**config.mk**
```make
export PLATFORM = sky130hd
export DESIGN_NAME = circular_deque_flat
export DESIGN_NICKNAME = d
export VERILOG_FILES = /design/src/rtl/cdq_pkg.sv /design/src/rtl/cdq_ifs.sv /design/src/rtl/circular_deque.sv /design/src/rtl/cdq_ctrl.sv /design/src/rtl/cdq_dp.sv /design/src/flat_wrapper.sv
export SDC_FILE = /design/constraint.sdc
export NUM_CORES = 1
export LEC_CHECK = 0
export BUFFER_PORTS_ARGS = -buffer_cell sky130_fd_sc_hd__clkbuf_2
export CAP_MARGIN = 20
export CORE_MARGIN = 1
export CORE_UTILIZATION = 60
export CTS_BUF_LIST = sky130_fd_sc_hd__clkbuf_4 sky130_fd_sc_hd__clkbuf_8 sky130_fd_sc_hd__clkbuf_16
export DETAILED_ROUTE_END_ITERATION = 12
export PLACE_DENSITY_LB_ADDON = 0.15
export SLEW_MARGIN = 25
export SYNTH_ARGS = -nofsm -noshare
export SYNTH_HDL_FRONTEND = slang
export SYNTH_HIERARCHICAL = 1
export SYNTH_SLANG_ARGS = --single-unit
```
**constraint.sdc**
```tcl
create_clock -name i_clk -period 11.2 [get_ports i_clk]
set_input_delay 2.24 -clock i_clk [delete_from_list [all_inputs] [get_ports i_clk]]
set_output_delay 2.24 -clock i_clk [all_outputs]
set_load 0.02 [all_outputs]
```
**src/rtl/cdq_pkg.sv**
```systemverilog
// Shared types and constants for the circular deque.
package cdq_pkg;

    localparam int DEFAULT_DEPTH = 8;
    localparam int DATA_W        = 32;
    localparam int OCC_W         = 4;

    // Value returned by a pop from an empty deque
    localparam logic signed [DATA_W-1:0] POP_EMPTY_VALUE = -32'sd1;

    typedef enum logic [1:0] {
        ACT_PUSH_FRONT = 2'd0,
        ACT_PUSH_REAR  = 2'd1,
        ACT_POP_FRONT  = 2'd2,
        ACT_POP_REAR   = 2'd3
    } t_action;

    typedef enum logic [1:0] {
        ST_OK        = 2'd0,
        ST_OVERFLOW  = 2'd1,
        ST_UNDERFLOW = 2'd2
    } t_status;

    // Commands from the controller to the datapath
    typedef struct packed {
        logic take_req;
        logic exec;
        logic load_out;
    } t_dp_cmd;

endpackage

```
**src/rtl/cdq_ifs.sv**
```systemverilog
// Request and response channel interfaces of the circular deque.
interface cdq_req_if;
    import cdq_pkg::*;

    logic                     valid;
    logic                     ready;
    logic [1:0]               action;
    logic signed [DATA_W-1:0] push_value;

    modport source (output valid, output action, output push_value, input ready);
    modport sink   (input valid, input action, input push_value, output ready);
endinterface

interface cdq_rsp_if;
    import cdq_pkg::*;

    logic                     valid;
    logic                     ready;
    logic signed [DATA_W-1:0] pop_value;
    logic [1:0]               status;
    logic [OCC_W-1:0]         occupancy;

    modport source (output valid, output pop_value, output status, output occupancy,
                    input ready);
    modport sink   (input valid, input pop_value, input status, input occupancy,
                    output ready);
endinterface

```
**src/rtl/circular_deque.sv**
```systemverilog
// Circular double-ended queue: top level joining controller and datapath.
//
// Usage:
//   i_req carries one request per transfer: action (0 push front, 1 push
//   rear, 2 pop front, 3 pop rear) and push_value (ignored on pops).
//   o_rsp returns exactly one result per request, in order: pop_value
//   (popped entry, -1 on underflow, 0 on any push), status (0 ok,
//   1 overflow, 2 underflow) and occupancy after the step (low 4 bits).
//   A push into a full deque or a pop from an empty one changes nothing.
// Timing:
//   A request is taken in the idle state, executed in the next cycle
//   (pointer update plus one slot memory access), and its result is
//   loaded into the output register from the done state once that
//   register is free. A new request is taken only in the idle state,
//   after the previous result has been loaded. The registered read of
//   the slot memory makes the load a separate step after execution.
// Reset and stall:
//   Synchronous active-low reset empties the deque; slot contents are not
//   cleared and no clearing pass is needed. While the receiver holds off,
//   one further request is still taken and executed; it then waits in the
//   done state until the output register is free.
module circular_deque #(
    parameter int DEPTH = cdq_pkg::DEFAULT_DEPTH
) (
    input  logic      i_clk,
    input  logic      i_rst_n,
    cdq_req_if.sink   i_req,
    cdq_rsp_if.source o_rsp
);
    import cdq_pkg::*;

    t_dp_cmd w_cmd;

    cdq_ctrl u_ctrl (
        .i_clk       (i_clk),
        .i_rst_n     (i_rst_n),
        .i_req_valid (i_req.valid),
        .i_rsp_ready (o_rsp.ready),
        .o_req_ready (i_req.ready),
        .o_rsp_valid (o_rsp.valid),
        .o_cmd       (w_cmd)
    );

    cdq_dp #(
        .DEPTH (DEPTH)
    ) u_dp (
        .i_clk        (i_clk),
        .i_rst_n      (i_rst_n),
        .i_cmd        (w_cmd),
        .i_action     (i_req.action),
        .i_push_value (i_req.push_value),
        .o_pop_value  (o_rsp.pop_value),
        .o_status     (o_rsp.status),
        .o_occupancy  (o_rsp.occupancy)
    );

endmodule

```
**src/rtl/cdq_ctrl.sv**
```systemverilog
// Controller state machine: sequences request capture, execution and result load.
module cdq_ctrl (
    input  logic             i_clk,
    input  logic             i_rst_n,
    input  logic             i_req_valid,
    input  logic             i_rsp_ready,
    output logic             o_req_ready,
    output logic             o_rsp_valid,
    output cdq_pkg::t_dp_cmd o_cmd
);
    import cdq_pkg::*;

    typedef enum logic [2:0] {
        S_IDLE = 3'b001,
        S_EXEC = 3'b010,
        S_DONE = 3'b100
    } t_state;

    t_state  r_state, n_state;
    logic    r_out_valid, n_out_valid;
    t_dp_cmd w_cmd;

    // Next state and commands
    always_comb begin
        n_state = r_state;
        w_cmd   = '0;
        unique case (r_state)
            S_IDLE: begin
                if (i_req_valid) begin
                    w_cmd.take_req = 1'b1;
                    n_state        = S_EXEC;
                end
            end
            S_EXEC: begin
                w_cmd.exec = 1'b1;
                n_state    = S_DONE;
            end
            S_DONE: begin
                // wait for the output register to free up
                if (!r_out_valid || i_rsp_ready) begin
                    w_cmd.load_out = 1'b1;
                    n_state        = S_IDLE;
                end
            end
            default: n_state = S_IDLE;
        endcase
    end

    // Output register valid flag
    always_comb begin
        if (w_cmd.load_out) begin
            n_out_valid = 1'b1;
        end else if (r_out_valid && i_rsp_ready) begin
            n_out_valid = 1'b0;
        end else begin
            n_out_valid = r_out_valid;
        end
    end

    always_ff @(posedge i_clk) begin
        if (!i_rst_n) begin
            r_state     <= S_IDLE;
            r_out_valid <= 1'b0;
        end else begin
            r_state     <= n_state;
            r_out_valid <= n_out_valid;
        end
    end

    assign o_req_ready = (r_state == S_IDLE);
    assign o_rsp_valid = r_out_valid;
    assign o_cmd       = w_cmd;

`ifndef NO_ASSERTIONS
    // execution always comes in the cycle after a request transfer
    a_exec_after_take: assert property (@(posedge i_clk) disable iff (!i_rst_n)
        w_cmd.exec |-> $past(w_cmd.take_req))
        else $error("exec without preceding request transfer");

    // a pending result is never overwritten
    a_no_overwrite: assert property (@(posedge i_clk) disable iff (!i_rst_n)
        w_cmd.load_out |-> (!r_out_valid || i_rsp_ready))
        else $error("result register overwritten");

    // a new result shows up only after the done state
    a_valid_from_done: assert property (@(posedge i_clk) disable iff (!i_rst_n)
        $rose(r_out_valid) |-> $past(r_state == S_DONE))
        else $error("result valid raised outside done state");
`endif

endmodule

```
**src/rtl/cdq_dp.sv**
```systemverilog
// Datapath: request registers, pointers, count, slot memory and result register.
module cdq_dp #(
    parameter int DEPTH = cdq_pkg::DEFAULT_DEPTH
) (
    input  logic                             i_clk,
    input  logic                             i_rst_n,
    input  cdq_pkg::t_dp_cmd                 i_cmd,
    input  logic [1:0]                       i_action,
    input  logic signed [cdq_pkg::DATA_W-1:0] i_push_value,
    output logic signed [cdq_pkg::DATA_W-1:0] o_pop_value,
    output logic [1:0]                       o_status,
    output logic [cdq_pkg::OCC_W-1:0]        o_occupancy
);
    import cdq_pkg::*;

    localparam int IDX_W = $clog2(DEPTH);
    localparam int CNT_W = $clog2(DEPTH + 1);
    localparam logic [IDX_W-1:0] LAST_IDX = IDX_W'(DEPTH - 1);
    localparam logic [CNT_W-1:0] FULL_CNT = CNT_W'(DEPTH);

    // Captured request
    t_action                  r_action;
    logic signed [DATA_W-1:0] r_push_value;

    // Deque control state
    logic [IDX_W-1:0] r_head, n_head;
    logic [IDX_W-1:0] r_tail, n_tail;
    logic [CNT_W-1:0] r_count, n_count;

    // Step result held until load
    t_status r_status, n_status;
    logic    r_pop_ok;

    // Slot memory
    logic [DATA_W-1:0] r_mem [DEPTH];
    logic [DATA_W-1:0] r_rd_data;
    logic              w_wr_en, w_rd_en;
    logic [IDX_W-1:0]  w_wr_addr, w_rd_addr;

    // Output register
    logic signed [DATA_W-1:0] r_out_pop_value, n_out_pop_value;
    t_status                  r_out_status;
    logic [OCC_W-1:0]         r_out_occ;

    logic             w_is_push, w_empty, w_full;
    logic [IDX_W-1:0] w_head_inc, w_head_dec, w_tail_inc, w_tail_dec;

    assign w_is_push  = (r_action == ACT_PUSH_FRONT) || (r_action == ACT_PUSH_REAR);
    assign w_empty    = (r_count == '0);
    assign w_full     = (r_count == FULL_CNT);
    assign w_head_inc = (r_head == LAST_IDX) ? '0 : r_head + 1'b1;
    assign w_head_dec = (r_head == '0) ? LAST_IDX : r_head - 1'b1;
    assign w_tail_inc = (r_tail == LAST_IDX) ? '0 : r_tail + 1'b1;
    assign w_tail_dec = (r_tail == '0) ? LAST_IDX : r_tail - 1'b1;

    // Step execution: pointer, count and memory access
    always_comb begin
        n_head    = r_head;
        n_tail    = r_tail;
        n_count   = r_count;
        n_status  = ST_OK;
        w_wr_en   = 1'b0;
        w_rd_en   = 1'b0;
        w_wr_addr = '0;
        w_rd_addr = r_head;
        if (i_cmd.exec) begin
            if (w_is_push) begin
                if (w_full) begin
                    n_status = ST_OVERFLOW;
                end else begin
                    w_wr_en = 1'b1;
                    n_count = r_count + 1'b1;
                    if (w_empty) begin
                        n_head    = '0;
                        n_tail    = '0;
                        w_wr_addr = '0;
                    end else if (r_action == ACT_PUSH_FRONT) begin
                        n_head    = w_head_dec;
                        w_wr_addr = w_head_dec;
                    end else begin
                        n_tail    = w_tail_inc;
                        w_wr_addr = w_tail_inc;
                    end
                end
            end else begin
                if (w_empty) begin
                    n_status = ST_UNDERFLOW;
                end else begin
                    w_rd_en = 1'b1;
                    n_count = r_count - 1'b1;
                    if (r_action == ACT_POP_FRONT) begin
                        w_rd_addr = r_head;
                        n_head    = w_head_inc;
                    end else begin
                        w_rd_addr = r_tail;
                        n_tail    = w_tail_dec;
                    end
                    // last entry gone: pointers go home
                    if (r_count == CNT_W'(1)) begin
                        n_head = '0;
                        n_tail = '0;
                    end
                end
            end
        end
    end

    // Result payload selection
    always_comb begin
        if (r_pop_ok) begin
            n_out_pop_value = r_rd_data;
        end else if (r_status == ST_UNDERFLOW) begin
            n_out_pop_value = POP_EMPTY_VALUE;
        end else begin
            n_out_pop_value = '0;
        end
    end

    // Control state registers
    always_ff @(posedge i_clk) begin
        if (!i_rst_n) begin
            r_head  <= '0;
            r_tail  <= '0;
            r_count <= '0;
        end else begin
            r_head  <= n_head;
            r_tail  <= n_tail;
            r_count <= n_count;
        end
    end

    // Payload registers
    always_ff @(posedge i_clk) begin
        if (i_cmd.take_req) begin
            r_action     <= t_action'(i_action);
            r_push_value <= i_push_value;
        end
        if (i_cmd.exec) begin
            r_status <= n_status;
            r_pop_ok <= w_rd_en;
        end
        if (i_cmd.load_out) begin
            r_out_pop_value <= n_out_pop_value;
            r_out_status    <= r_status;
            r_out_occ       <= OCC_W'(r_count);
        end
    end

    // Slot memory, registered read
    always_ff @(posedge i_clk) begin
        if (w_wr_en) begin
            r_mem[w_wr_addr] <= r_push_value;
        end
        if (w_rd_en) begin
            r_rd_data <= r_mem[w_rd_addr];
        end
    end

    assign o_pop_value = r_out_pop_value;
    assign o_status    = r_out_status;
    assign o_occupancy = r_out_occ;

`ifndef NO_ASSERTIONS
    // count never exceeds the depth
    a_count_range: assert property (@(posedge i_clk) disable iff (!i_rst_n)
        r_count <= FULL_CNT)
        else $error("entry count beyond depth");

    // an empty deque has both pointers at slot zero
    a_empty_home: assert property (@(posedge i_clk) disable iff (!i_rst_n)
        (r_count == '0) |-> (r_head == '0 && r_tail == '0))
        else $error("empty deque with pointers away from zero");

    // refused push or underflow pop leaves the count alone
    a_refused_stable: assert property (@(posedge i_clk) disable iff (!i_rst_n)
        (i_cmd.exec && ((w_is_push && w_full) || (!w_is_push && w_empty)))
            |=> $stable(r_count) && $stable(r_head) && $stable(r_tail))
        else $error("refused request changed deque state");
`endif

endmodule
```
**src/flat_wrapper.sv**
```systemverilog
// flat-port wrapper written by rule: the top's interface ports become plain ports
module circular_deque_flat import cdq_pkg::*;
#(
    parameter int DEPTH = cdq_pkg::DEFAULT_DEPTH
)
  (i_clk, i_rst_n, i_req_valid, i_req_action, i_req_push_value, i_req_ready, o_rsp_valid, o_rsp_pop_value, o_rsp_status, o_rsp_occupancy, o_rsp_ready);
  cdq_req_if i_req_i ();
  cdq_rsp_if o_rsp_i ();
  input  logic i_clk;
  input  logic i_rst_n;
  input wire logic [$bits(i_req_i.valid)-1:0] i_req_valid;
  input wire logic [$bits(i_req_i.action)-1:0] i_req_action;
  input wire logic [$bits(i_req_i.push_value)-1:0] i_req_push_value;
  output wire logic [$bits(i_req_i.ready)-1:0] i_req_ready;
  output wire logic [$bits(o_rsp_i.valid)-1:0] o_rsp_valid;
  output wire logic [$bits(o_rsp_i.pop_value)-1:0] o_rsp_pop_value;
  output wire logic [$bits(o_rsp_i.status)-1:0] o_rsp_status;
  output wire logic [$bits(o_rsp_i.occupancy)-1:0] o_rsp_occupancy;
  input wire logic [$bits(o_rsp_i.ready)-1:0] o_rsp_ready;
  assign i_req_i.valid = i_req_valid;
  assign i_req_i.action = i_req_action;
  assign i_req_i.push_value = i_req_push_value;
  assign i_req_ready = i_req_i.ready;
  assign o_rsp_valid = o_rsp_i.valid;
  assign o_rsp_pop_value = o_rsp_i.pop_value;
  assign o_rsp_status = o_rsp_i.status;
  assign o_rsp_occupancy = o_rsp_i.occupancy;
  assign o_rsp_i.ready = o_rsp_ready;
  circular_deque #(.DEPTH(DEPTH)) u_core (.i_clk(i_clk), .i_rst_n(i_rst_n), .i_req(i_req_i), .o_rsp(o_rsp_i));
endmodule
```
* Yosys cells after proc, flatten, opt, wreduce, memory -nomap -nowiden *
Memories as Yosys holds them, arrays and structs flattened. A register that Yosys moved wholly into a read port is not among the register bits.
Cells that the tools add are included.

cells by class
  add/subtract/negate cells = 6
  eq/ne operators = 17
  multiplexer cells = 53
  reduce and logical (&&, ||, !) cells = 14

operator list
  cell                                                                      count
  3-bit two-way mux                                                         29
  32-bit two-way mux                                                        2
  1-bit two-way mux                                                         16
  4-bit two-way mux                                                         3
  5-bit AND reduction                                                       2
  3-bit equality test (second input constant)                               3
  3-bit case mux with 3 select lines                                        1
  2-bit inequality test (second input constant)                             4
  3-bit by 1-bit adder with 3-bit output (second input constant)            2
  3-bit logical NOT                                                         2
  3-bit by 1-bit subtractor with 3-bit output (second input constant)       2
  4-bit by 1-bit adder with 4-bit output (second input constant)            1
  2-bit equality test (second input constant)                               2
  4-bit by 1-bit equality test with 1-bit output (second input constant)    1
  4-bit equality test (second input constant)                               1
  4-bit logical NOT                                                         1
  2-bit two-way mux                                                         2
  4-bit by 1-bit subtractor with 4-bit output (second input constant)       1
  3-bit by 1-bit equality test with 1-bit output (second input constant)    1
  3-bit by 2-bit equality test with 1-bit output (second input constant)    1
  3-bit by 1-bit inequality test with 1-bit output (second input constant)  1
  3-bit by 2-bit inequality test with 1-bit output (second input constant)  1
  3-bit inequality test (second input constant)                             1
  3-bit AND reduction                                                       1
  8 further kinds                                                           9

word-level totals
  register bits = 89
  RAM bits = 256
  input port bits = 38
  output and inout bits = 40
  logic and storage cells = 103
  memories kept = 1

memory list
  memory             depth  bits a word  read ports  clocked after memory_dff  wr ports  line          text
  u_core.u_dp.r_mem  8      32           1           1                         1         cdq_dp.sv:35  logic [DATA_W-1:0] r_mem [DEPTH];

* Logic depth before layout (Yosys ltp) *
Gate-level depths: netlist (run 1).

  word-level depth = 7
  gate-level depth with buffers = 10
  depth with buffers taken out = 7

* Cells and area by module *
Netlist (run 1), hierarchy kept.

by module, submodules not included
  module    instances  cells an instance  area each (µm²)  seq. area each (µm²)
  cdq_dp    1          1,129              16,081.7         11,100.6
  cdq_ctrl  1          19                 190.2            80.1

* Worst setup path before layout (run 1) *
No wires, ideal clock.

  path type = reg2reg
  from = reg u_core.u_dp.r_head[0]
  to = mem u_core.u_dp.r_mem[3][0], enable pin
  setup time = 0.421 ns
  arrival = 3.476 ns
  data required time = 10.779 ns
  setup slack = 7.303 ns
  cell stages (with the launch flop) = 10
  period minus slack after synthesis = 3.897 ns
  cells stage by stage = dfxtp_1 clkbuf_1 inv_1 clkbuf_1 clkbuf_1 ha_1 o31ai_1 nand2_1 or2_2 nor2_1

between the ends
  longest elaborated chain between the ends = 7
  elaborated cells on any way between the ends = 8
  those cells by class = 1 x add/sub; 6 x mux; 1 x reduce/logical

ends and longest elaborated chain
  what                                                                              line           text
  start: declaration                                                                cdq_dp.sv:26   logic [IDX_W-1:0] r_head, n_head;
  start signal: assignment                                                          cdq_dp.sv:126  r_head <= n_head;
  3-bit by 1-bit subtractor with 3-bit output or 3-bit logical NOT (tied branches)  cdq_dp.sv:52   assign w_head_dec = (r_head == '0) ? LAST_IDX : r_head - 1'b1;
  3-bit two-way mux *                                                               cdq_dp.sv:52
  3-bit two-way mux *                                                               cdq_dp.sv:77   end else if (r_action == ACT_PUSH_FRONT) begin
  3-bit two-way mux *                                                               cdq_dp.sv:73   if (w_empty) begin
  3-bit two-way mux *                                                               cdq_dp.sv:68   if (w_full) begin
  3-bit two-way mux *                                                               cdq_dp.sv:67   if (w_is_push) begin
  3-bit two-way mux *                                                               cdq_dp.sv:66   if (i_cmd.exec) begin
  end: declaration                                                                  cdq_dp.sv:35

Every way passes the cells marked *; elsewhere a longest branch is shown, timed or not.

* Worst setup path after layout (run 1) *
  from = reg u_core.u_dp.r_count[0]
  to = reg u_core.u_dp.r_rd_data[20], read port of u_core.u_dp.r_mem (data pin)

between the ends
  longest elaborated chain between the ends = 4
  elaborated cells on any way between the ends = 7
  those cells by class = 6 x mux; 1 x reduce/logical

ends and longest elaborated chain
  what                                                    line           text
  start: declaration                                      cdq_dp.sv:28   logic [CNT_W-1:0] r_count, n_count;
  start signal: assignment                                cdq_dp.sv:128  r_count <= n_count;
  4-bit logical NOT *                                     cdq_dp.sv:49   assign w_empty = (r_count == '0);
  3-bit two-way mux or 1-bit two-way mux (tied branches)  cdq_dp.sv:86   if (w_empty) begin
  3-bit two-way mux or 1-bit two-way mux (tied branches)  cdq_dp.sv:67
  3-bit two-way mux or 1-bit two-way mux (tied branches)  cdq_dp.sv:66
  end: declaration                                        cdq_dp.sv:36   logic [DATA_W-1:0] r_rd_data;

Marks and branches as above.
A chain may end at the register's enable or synchronous reset.

==> Flow_metrics.wiki, run 1 <==
{| class="wikitable"
! Metric !! Value
|-
| Result of the run || completed
|-
| Total nets after synthesis || 1198
|-
| Max-slew violation total from the final report || 0
|-
| Last weighted congestion value of the routability-driven placer || between 0.8 and 0.9
|-
| Post-Route Skew || about 0.018 ns
|-
| TritonCTS clock tree || yes
|-
| Count of H-tree levels built during CTS || 2
|-
| Proportion of power drawn by flip-flops and latches || 53.5%
|-
| Average wire length per cell after detail routing || ~23 um
|-
| Setup TNS Final || 0 ns
|-
| Clock Pin Slew Worst Setup and Hold Paths || around 0.060 ns
|-
| Buffer count from post-CTS setup fixing || 0
|-
| Buffers added on ports || between 70 and 80
|-
| ANT nets after route || 0
|-
| Final hold violation count || 0
|-
| WL final || between 30 and 40 mm
|-
| Share of power burned in combinational logic || 2.2%
|-
| Area after detailed placement || approximately 0.017 mm^2
|-
| Share of layout cells above drive strength 1 || between 10% and 20%
|-
| Sw Pwr || 0.574 mW
|-
| Critical path fanouts, max || 67
|-
| Start point of the critical path || u_core/u_dp/r_count[0]
|-
| Initial antenna violation count || 0
|-
| Post-synthesis sequential element count || about 380
|-
| Setup Crit Path Kind || register to register
|-
| Number of different library cells in the post-synthesis netlist || 56
|-
| Worst hold margin || about 0.45 ns
|-
| Maximum clock path buffer count || 3
|-
| Die area || 0.0278 mm^2
|-
| Finished Layout Cells || between 1500 and 2000
|-
| Total Power Consumption || 2.95 mW
|-
| Number of primary I/O pins || ~80
|-
| Number of global-route vias before repair || 9878
|-
| GRT Residual Overflow || 0
|-
| Worst R2R Path Depth || 9
|-
| Floorplan Core Area || roughly 0.026 mm^2
|-
| Final worst-path setup slack || approximately 7 ns
|-
| Overall die height || roughly 170 um
|-
| Proportion of synthesized chip area in sequential cells || between 60% and 70%
|-
| Number of iterations in the first detailed-routing pass || 6
|-
| Share of flip-flops with an asynchronous set or reset || 0%
|-
| Library cell used as clock root buffer || clkbuf_16
|-
| Cells resized by post-CTS repair || 0
|-
| Reg-to-Reg End || u_core/u_dp/r_rd_data[20]
|-
| Net switching share of the total power || 19.5%
|-
| Startpoint of the lowest-slack hold path || u_core/u_dp/r_status[1]
|-
| Tot GR Track Use || 25.6%
|-
| Count of flip-flops with a built-in enable after synthesis || around 360
|-
| Summed area of non-filler cells in the final layout || approximately 0.018 mm^2
|-
| Final core utilization || about 70%
|-
| Power Internal || around 2.4 mW
|-
| Sink Count || around 380
|-
| Number of inserted diodes || 0
|-
| Insertion delay to the later sink of the worst-skew pair || ~0.53 ns
|-
| RSZ-0062 raised after global routing || false
|-
| Final period utilization || 37.5%
|-
| Synthesized instance count || around 1100
|-
| Setup slack of the worst register-to-register path || 7.00 ns
|-
| Max Clock Freq || 0.238 GHz
|-
| Arrival time worst endpoint || 4.46 ns
|-
| Final critical-path required period || around 4.2 ns
|-
| Number of DRC violations after detailed-routing iteration 0 || 1190
|-
| DR DRC count || 0
|-
| Leakage power total || around 6.3 nW
|-
| Hold_buf cts || 0
|-
| Setup WS pre-CTS || 7.04 ns
|-
| Total of max-cap violations || 0
|-
| Number of warnings reported in the yosys synthesis log || 6
|-
| Max rail drop VDD || around 110 uV
|-
| Number of instances in the placed design || between 1000 and 1500
|-
| Cell Area, Synth || between 0.015 and 0.02 mm^2
|-
| Primary flip-flop cell chosen by synthesis mapping || edfxtp_1
|-
| Critical Path End || u_core/u_dp/r_rd_data[20]
|-
| Launch instance of the worst register-to-register path || u_core/u_dp/r_count[0]
|-
| Number of filler cells placed in the layout || 1729
|-
| Per-instance average area after synthesis || around 14 um^2
|-
| Die X-Extent || between 150 and 200 um
|-
| Area growth from synthesis to layout || 13.2%
|-
| Kind of launch point of the worst setup path || register
|-
| Vias after detailed routing || 10200
|-
| Worst min path class || register to register
|-
| First-pass GRT wire length || approximately 55 mm
|-
| Slew at the pin closest to its max-slew limit || slightly below 1 ns
|-
| Post-detail-place hpwl || around 20 mm
|-
| Remaining max-slew budget at the tightest pin || about 34%
|-
| Number of nets in the layout || about 1200
|-
| Average vias per placed instance || 6.52
|-
| Number of buffers added by the clock tree synthesis step || 39
|-
| Nature of the critical path endpoint || register
|-
| Effective utilization at floorplan || about three fifths
|-
| Largest net degree at the start of global routing || 129
|-
| Setup-failing EPs final || 0
|-
| Pwr dens || ~160 mW/mm^2
|-
| Number of cell rows || between 50 and 60
|-
| Relative contribution of the clock network to total power || approximately 44%
|-
| Req. time, crit path || 11.46 ns
|}
==> worst min-delay path by stage <==
| stage | endpoint | cells past startpoint |
|---|---|---|
| 2_1_floorplan | u_core/u_dp/o_status[1] | 0 |
| 6_report | u_core/u_dp/o_status[1] | 0 |
| 5_1_grt | u_core/u_dp/o_status[1] | 0 |
| 3_5_place_dp | u_core/u_dp/o_status[1] | 0 |
| 4_1_cts | u_core/u_dp/o_status[1] | 0 |
| 3_3_place_gp | u_core/u_dp/o_status[1] | 0 |
==> cells by family (layout without fill, tap and decap cells) <==
group / Yosys count / in the layout / synth area share, %
AOI/OAI and AO/OA: 323 / 323 / 14.7
and+or+nand+nor: 257 / 257 / 7.77
DFF: 377 / 377 / 68.7
xor gates and xnor gates: 3 / 3 / 0.162
buffers and inverters: 108 / 185 / 2.97
adders and majority gates: 12 / 12 / 0.923
muxes: 68 / 68 / 4.76
==> sequential cells by signal, summed over array words and instances (netlist names) <==
signal                     count
u_core/u_dp/r_mem            256
u_core/u_dp/o_pop_value       32
u_core/u_dp/r_push_value      32
u_core/u_dp/r_rd_data         32
u_core/u_dp/o_occupancy        4
u_core/u_dp/r_count            4
u_core/u_ctrl/r_state          3
u_core/u_dp/r_head             3
u_core/u_dp/r_tail             3
u_core/u_dp/o_status           2
u_core/u_dp/r_action           2
u_core/u_dp/r_status           2
u_core/u_ctrl/o_rsp_valid      1
u_core/u_dp/r_pop_ok           1
==> synth_stat cells (3+ instances only) <==
cell / count / area share (%)
o21ai_0: 6 / 0.18
clkbuf_1: 58 / 1.3
o211a_1: 4 / 0.25
nand2b_1: 68 / 2.6
nand3_1: 3 / 0.092
nand2_1: 137 / 3.2
inv_1: 11 / 0.25
nor3b_1: 5 / 0.23
a211oi_1: 67 / 3.1
edfxtp_1: 363 / 67
or3_1: 4 / 0.15
mux2_1: 60 / 4.2
buf_6: 3 / 0.21
dfxtp_1: 14 / 1.7
and3_1: 4 / 0.15
o31ai_1: 4 / 0.18
mux2_2: 5 / 0.35
ha_1: 12 / 0.92
a21oi_1: 68 / 2.1
a311oi_1: 64 / 3.4
buf_2: 32 / 0.98
buf_4: 4 / 0.18
a221o_1: 32 / 2.0
a21o_1: 33 / 1.5
nor2_1: 15 / 0.35
o22ai_1: 32 / 1.2
==> critical path: stages (launching register included) <==
cell	delay, ns
dfxtp_1	0.38
inv_1	0.11
ha_1	0.21
nor3b_4	0.19
buf_4	0.69
nor2_4	0.15
mux2i_4	0.71
buf_4	0.68
mux2_1	0.40
a221o_1	0.36
==> layer usage <==
layer	routed length, um	vias up	GRT usage (%)
met5	0	-	0
met4	680	0	8.90
met3	2630	57	3.56
met2	17400	445	42.0
met1	14900	5068	35.5
li1	-	4607	-
==> cell type report <==
| cell class | count | area [um^2] | area share, % |
|---|---|---|---|
| flip-flops and latches | 377 | 11200 | 60.7 |
| clock buffers | 47 | 1070 | 5.81 |
| inverters | 11 | 41.3 | 0.224 |
| multi-input cells | 663 | 4730 | 25.7 |
| clock inverters | 22 | 231 | 1.26 |
| well taps | 335 | 419 | 2.28 |
| repair buffers | 105 | 739 | 4.01 |
==> placed cells by master (no fill, tap or decap), types with 33 or more instances in the layout <==
cell,count
edfxtp_1,363
nand2_1,137
clkbuf_2,77
nand2b_1,68
a21oi_1,68
a211oi_1,67
a311oi_1,64
mux2_1,60
clkbuf_16,41
a21o_1,33
==> power by group through the flow <==
stage | clock (mW) | sequential, mW | combinational [mW]
2_1_floorplan | 0 | 1.60 | 0.0445
4_1_cts | 1.33 | 1.58 | 0.0645
5_1_grt | 1.38 | 1.58 | 0.0699
3_5_place_dp | 0 | 1.61 | 0.0642
3_3_place_gp | 0 | 1.61 | 0.0624
6_report | 1.31 | 1.58 | 0.0651
Note: power is estimated with default switching activity, not from simulation.
==> run 2: changes to the inputs <==
--- a/config.mk
+++ b/config.mk
@@ -8,7 +8,7 @@
 export BUFFER_PORTS_ARGS = -buffer_cell sky130_fd_sc_hd__clkbuf_2
 export CAP_MARGIN = 20
 export CORE_MARGIN = 1
-export CORE_UTILIZATION = 60
+export CORE_UTILIZATION = 55
 export CTS_BUF_LIST = sky130_fd_sc_hd__clkbuf_4 sky130_fd_sc_hd__clkbuf_8 sky130_fd_sc_hd__clkbuf_16
 export DETAILED_ROUTE_END_ITERATION = 12
 export PLACE_DENSITY_LB_ADDON = 0.15
==> constraint.sdc (replaced) <==
create_clock -name i_clk -period 3.4 [get_ports i_clk]
set_input_delay 0.68 -clock i_clk [delete_from_list [all_inputs] [get_ports i_clk]]
set_output_delay 0.68 -clock i_clk [all_outputs]
set_load 0.02 [all_outputs]
==> Flow_metrics.wiki, run 2 (synthesized netlist as in run 1, its figures left out) <==
{| class="wikitable"
! Metric !! Value
|-
| Critical path fanouts, max || between 40 and 50
|-
| Met2 wirelength from detailed routing || between 15 and 20 mm
|-
| Max Used Layer || met5
|-
| Number of primary I/O pins || 78
|-
| Number of inserted diodes || 0
|-
| Number of buffers added by the clock tree synthesis step || 39
|-
| Post-Route Skew || between 0.02 and 0.025 ns
|-
| Total of max-cap violations || 0
|-
| Number of nets in the layout || roughly 1300
|-
| Top library cells by usage in the layout, fill and taps aside || 363 x edfxtp_1, 137 x nand2_1, 77 x clkbuf_2
|-
| Setup Crit Path Kind || register to register
|-
| Register containing the most flip-flops in the final layout || u_core/u_dp/r_mem
|-
| Setup slack of the worst register-to-register path || 0.47 ns
|-
| Number of filler cells placed in the layout || around 2100
|-
| Overall die height || between 150 and 200 um
|-
| Result of the run || completed
|-
| Number of cell rows || 62
|-
| GRT Residual Overflow || 0
|-
| Die X-Extent || 174 um
|-
| Worst hold margin || 0.318 ns
|-
| Slew at the pin closest to its max-slew limit || about 1.0 ns
|-
| Last weighted congestion value of the routability-driven placer || about 0.8
|-
| Max Clock Freq || ~0.34 GHz
|-
| TritonCTS clock tree || yes
|-
| Number of global-route vias before repair || between 9000 and 10000
|-
| Number of iterations in the first detailed-routing pass || 5
|-
| Kind of launch point of the worst setup path || register
|-
| Maximum clock path buffer count || 3
|-
| Number of instances in the placed design || approximately 1600
|-
| Average wire length per cell after detail routing || around 23 um
|-
| Terminating pin of the worst hold path || u_core/u_dp/r_push_value[22]
|-
| Req. time, crit path || 3.66 ns
|-
| CP Cell Sequence || inv_1 > ha_1 > nor3b_4 > buf_4 > nor3_1 > a31oi_2 > buf_4 > o22ai_1 > a221o_1
|-
| Effective utilization at floorplan || roughly 56%
|-
| Setup TNS Final || 0 ns
|-
| First-pass GRT wire length || between 50 and 60 mm
|-
| Worst min path class || input pin to register
|-
| Most common cell after layout, fill and taps aside || edfxtp_1
|-
| Share of layout cells above drive strength 1 || between 10% and 20%
|-
| Initial antenna violation count || 1
|-
| Final critical-path required period || around 2.9 ns
|-
| Final period utilization || between 80 and 90%
|-
| Max rail drop VDD || 442 uV
|-
| Nature of the critical path endpoint || register
|-
| Largest register FFs || ~260
|-
| Crit-path max cell delay || 0.51 ns
|-
| Leakage power total || about 6.3 nW
|-
| Tot GR Track Use || 24.3%
|-
| Library cell used as clock root buffer || clkbuf_16
|-
| Total Power Consumption || approximately 9.5 mW
|-
| Launch instance of the worst register-to-register path || u_core/u_dp/r_count[1]
|-
| Average vias per placed instance || 6.27
|-
| Worst R2R Path Depth || 9
|-
| Final hold violation count || 0
|-
| Most numerous cell on the critical path || buf_4
|-
| Startpoint of the lowest-slack hold path || i_req_push_value[22]
|-
| Buffer count from post-CTS setup fixing || 0
|-
| Critical path's slowest cell || buf_4
|-
| Cell count of the worst hold path || 1
|-
| Largest net degree at the start of global routing || 75
|-
| RSZ-0062 raised after global routing || false
|-
| Floorplan Core Area || between 0.02 and 0.03 mm^2
|-
| Arrival time worst endpoint || between 3 and 4 ns
|-
| Final core utilization || 63.7%
|-
| Die area || 0.0303 mm^2
|-
| Start point of the critical path || u_core/u_dp/r_count[1]
|-
| Hold_buf cts || 0
|-
| Reg-to-Reg End || u_core/u_dp/r_rd_data[1]
|-
| Buffers added on ports || 77
|-
| ANT nets after route || 0
|-
| Sink Count || between 300 and 400
|-
| Pwr dens || roughly 510 mW/mm^2
|-
| DR DRC count || 0
|-
| Met1 wire length || 15.9 mm
|-
| Vias after detailed routing || around 10000
|-
| Remaining max-slew budget at the tightest pin || 30.9%
|-
| DR WL met3 || between 2 and 2.5 mm
|-
| Area growth from synthesis to layout || 13.3%
|-
| Clock Pin Slew Worst Setup and Hold Paths || approximately 0.06 ns
|-
| Max-slew violation total from the final report || 0
|-
| Count of H-tree levels built during CTS || 2
|-
| Insertion delay to the later sink of the worst-skew pair || approximately 0.54 ns
|-
| WL final || ~37 mm
|-
| Setup-failing EPs final || 0
|-
| Cells resized by post-CTS repair || 0
|-
| Finished Layout Cells || 1623
|-
| Post-detail-place hpwl || between 20 and 25 mm
|-
| Number of DRC violations after detailed-routing iteration 0 || between 900 and 1000
|}
## run 2: cell count changes in the layout (fill, tap and decap cells not counted), sizes merged
cell,before,now
buf,28,40
bufinv,5,1
clkbuf,124,132
clkinv,16,14
clkinvlp,1,0
inv,11,12
## run 2: where the power goes
part	internal (mW)	switching, mW
registers	5.14	0.0657
clock network	2.37	1.68
logic	0.0802	0.143
## run 2: cell type report
cell class | instances | area, um^2 | share of cell area (%)
sequential | 377 | 11200 | 60.7
multi-input combinational | 663 | 4720 | 25.6
clock buffer | 55 | 1110 | 6.04
timing repair buffer | 117 | 786 | 4.26
tap | 384 | 480 | 2.61
clock inverter | 16 | 111 | 0.604
inverter | 11 | 41.3 | 0.224
## run 2: through the flow
step	area (um^2)	setup WS (ns)
6_report	18400	0.473
2_1_floorplan	16300	-0.497
5_1_grt	18400	0.256
3_5_place_dp	17200	0.552
3_3_place_gp	17200	0.577
4_1_cts	18400	0.503
## run 2: critical path, delay by kind of cell (launching register included)
| family | cells | cell delay, ns |
|---|---|---|
| buffers and inverters | 3 | 1.02 |
| AOI/OAI and AO/OA | 3 | 0.64 |
| and+or+nand+nor | 2 | 0.44 |
| DFF | 1 | 0.34 |
| adders and majority gates | 1 | 0.22 |
## run 2: worst max path at each step
stage                                 to  cells past startpoint  slack, ns
2_1_floorplan    u_core/u_dp/r_mem[3][0]                      9      -0.50
3_3_place_gp   u_core/u_dp/r_rd_data[10]                      9       0.58
3_5_place_dp    u_core/u_dp/r_rd_data[5]                      9       0.55
4_1_cts         u_core/u_dp/r_rd_data[5]                      9       0.50
5_1_grt         u_core/u_dp/r_rd_data[4]                      9       0.26
6_report        u_core/u_dp/r_rd_data[1]                      9       0.47
## run 2: metal layers
metal	up-vias	GRT usage [%]
li1	4628	-
met1	5075	33.6
met2	400	39.9
met3	71	3.37
met4	2	7.68
met5	-	0
==> run 3: changes to the inputs <==
--- a/config.mk
+++ b/config.mk
@@ -10,10 +10,10 @@
 export CORE_MARGIN = 1
 export CORE_UTILIZATION = 55
 export CTS_BUF_LIST = sky130_fd_sc_hd__clkbuf_4 sky130_fd_sc_hd__clkbuf_8 sky130_fd_sc_hd__clkbuf_16
+export CTS_CLUSTER_DIAMETER = 120
 export DETAILED_ROUTE_END_ITERATION = 12
 export PLACE_DENSITY_LB_ADDON = 0.15
 export SLEW_MARGIN = 25
 export SYNTH_ARGS = -nofsm -noshare
 export SYNTH_HDL_FRONTEND = slang
-export SYNTH_HIERARCHICAL = 1
 export SYNTH_SLANG_ARGS = --single-unit
==> Flow_metrics.wiki, run 3 <==
{| class="wikitable"
! Metric !! Value
|-
| Result of the run || completed
|-
| Total nets after synthesis || between 1000 and 1500
|-
| Number of DRC violations after detailed-routing iteration 0 || approximately 1100
|-
| WL final || roughly 37 mm
|-
| Setup TNS Final || 0 ns
|-
| Final worst-path setup slack || between 0.5 and 0.6 ns
|-
| Primary flip-flop cell chosen by synthesis mapping || edfxtp_1
|-
| Buffer count from post-CTS setup fixing || 0
|-
| Post-Route Skew || approximately 0.011 ns
|-
| Final hold violation count || 0
|-
| Die X-Extent || ~180 um
|-
| Area growth from synthesis to layout || 12.3%
|-
| Tot GR Track Use || ~24%
|-
| Cell Area, Synth || ~0.016 mm^2
|-
| Number of buffers added by the clock tree synthesis step || 40
|-
| Max Clock Freq || ~0.35 GHz
|-
| TritonCTS clock tree || yes
|-
| Number of primary I/O pins || a little under 80
|-
| Last weighted congestion value of the routability-driven placer || roughly 0.86
|-
| Initial antenna violation count || 0
|-
| Number of different library cells in the post-synthesis netlist || 49
|-
| Synthesized instance count || ~1200
|-
| Cell types with the largest area share after synthesis || edfxtp_1 66%, nand4_1 4.2%, mux2i_1 4.1%
|-
| Number of inserted diodes || 0
|-
| Number of warnings reported in the yosys synthesis log || 0
|-
| Insertion delay to the later sink of the worst-skew pair || between 0.5 and 0.6 ns
|-
| Worst min path class || input pin to register
|-
| Sink Count || around 380
|-
| Final period utilization || 83.6%
|-
| GRT Residual Overflow || 0
|-
| Per-instance average area after synthesis || about 14 um^2
|-
| Critical path fanouts, max || 8
|-
| Commonest cells in the synthesized netlist || 363 x edfxtp_1, 111 x nand4_1, 68 x mux2i_1, 66 x clkbuf_1, 61 x nand2b_1
|-
| Leakage power total || about 6.2 nW
|-
| Largest register FFs || between 200 and 300
|-
| Setup WS pre-CTS || about 0.59 ns
|-
| DR DRC count || 0
|-
| Arrival time worst endpoint || approximately 3.1 ns
|-
| Setup-failing EPs final || 0
|-
| Number of cell rows || between 60 and 70
|-
| Post-synthesis sequential element count || between 300 and 400
|-
| Kind of launch point of the worst setup path || register
|-
| Count of H-tree levels built during CTS || 2
|-
| Largest net degree at the start of global routing || 119
|-
| Max-slew violation total from the final report || 0
|-
| Number of global-route vias before repair || ~9900
|-
| Post-detail-place hpwl || about 20 mm
|-
| Remaining max-slew budget at the tightest pin || between 30% and 40%
|-
| First-pass GRT wire length || roughly 57 mm
|-
| Cell with the most instances after synthesis || edfxtp_1
|-
| Count of flip-flops with a built-in enable after synthesis || 363
|-
| Number of iterations in the first detailed-routing pass || 6
|-
| Max rail drop VDD || around 380 uV
|-
| Setup Crit Path Kind || register to register
|-
| Hold_buf cts || 0
|-
| Pwr dens || approximately 500 mW/mm^2
|-
| Library cell used as clock root buffer || clkbuf_16
|-
| Overall die height || roughly 180 um
|-
| Req. time, crit path || around 3.7 ns
|-
| Average wire length per cell after detail routing || ~23 um
|-
| Number of nets in the layout || 1251
|-
| Vias after detailed routing || slightly above 10000
|-
| Average vias per placed instance || approximately 6.4
|-
| Library cell occupying the most area in the post-synthesis netlist || edfxtp_1
|-
| ANT nets after route || 0
|-
| Slew at the pin closest to its max-slew limit || 0.922 ns
|-
| Clock Pin Slew Worst Setup and Hold Paths || around 0.06 ns
|-
| Top library cells by usage in the layout, fill and taps aside || 363 x edfxtp_1, 111 x nand4_1, 77 x clkbuf_2
|-
| Total of max-cap violations || 0
|-
| Effective utilization at floorplan || approximately 56%
|-
| Proportion of synthesized chip area in sequential cells || 67.8%
|-
| Share of layout cells above drive strength 1 || a little under a fifth
|-
| Floorplan Core Area || around 0.030 mm^2
|-
| Fraction of synthesized cell area taken by the top area cell type || roughly 66%
|-
| Final critical-path required period || 2.84 ns
|-
| RSZ-0062 raised after global routing || false
|-
| Maximum clock path buffer count || 3
|-
| Register containing the most flip-flops in the final layout || u_core.u_dp.r_mem
|-
| Die area || 0.0307 mm^2
|-
| Buffers added on ports || between 70 and 80
|-
| Cells resized by post-CTS repair || 0
|-
| Nature of the critical path endpoint || register
|-
| Most common cell after layout, fill and taps aside || edfxtp_1
|-
| Share of flip-flops with an asynchronous set or reset || 0%
|-
| Setup slack of the worst register-to-register path || 0.56 ns
|}
[run 3: area by class of cell]
class	instances	area [um^2]
timing repair buffer	111	744
inverter	34	128
clock inverter	13	77.6
sequential	377	11200
multi-input combinational	637	4780
clock buffer	54	1120
tap	390	488
fill	2176	11000
[run 3: worst paths after layout]
| kind | depth (start not counted) | from | endpoint |
|---|---|---|---|
| setup / recovery | 8 | u_core.u_dp.r_count[0] | u_core.u_dp.r_rd_data[0] |
| hold / removal | 1 | i_req_push_value[8] | u_core.u_dp.r_push_value[8] |
| setup reg to reg | 8 | u_core.u_dp.r_count[0] | u_core.u_dp.r_rd_data[0] |
| hold reg to reg | 0 | u_core.u_dp.r_status[1] | u_core.u_dp.o_status[1] |
[run 3: metal layers]
metal | wire length, um | vias up | GRT usage [%]
li1 | - | 4685 | -
met1 | 15800 | 5204 | 33.2
met2 | 18300 | 363 | 40.8
met3 | 2150 | 59 | 3.59
met4 | 750 | 0 | 7.68
met5 | 0 | - | 0
[run 3: logic make-up after synthesis]
logic type,after synthesis,share of synthesized area [%]
flip-flops,377,67.8
XOR/XNOR,4,0.212
AND/OR/NAND/NOR,345,11.6
adder cells (fa/ha/maj),12,0.910
AO/OA/AOI/OAI,208,11.5
buffers and inverters,139,3.90
multiplexers,68,4.13
[run 3: stage by stage]
step | std cells | power, mW | hold WS, ns | util (%) | area, um^2
2_1_floorplan | 1153 | 5.48 | 0.403 | - | 16500
3_3_place_gp | 1549 | 5.58 | 0.420 | 58.6 | 17300
3_5_place_dp | 1549 | 5.59 | 0.429 | 58.6 | 17300
4_1_cts | 1616 | 9.58 | 0.314 | 62.7 | 18500
5_1_grt | 1616 | 9.79 | 0.312 | 62.7 | 18500
6_report | 1616 | 9.51 | 0.329 | 62.7 | 18500
[run 3: worst max-delay path: stages (launching register included)]
cell and delay (ns):
dfxtp_1 0.39, inv_1 0.13, ha_1 0.23, nor3b_2 0.22, o31ai_1 0.48, nand2_1 0.18, nor2_1 0.57, buf_4 0.30
a221oi_2 0.08
[run 3: power by group]
part | switching, mW | leakage, nW | internal, mW | total [mW]
clock network | 1.64 | 0.603 | 2.37 | 4.01
registers | 0.0631 | 3.40 | 5.14 | 5.21
logic | 0.201 | 2.23 | 0.0930 | 0.294
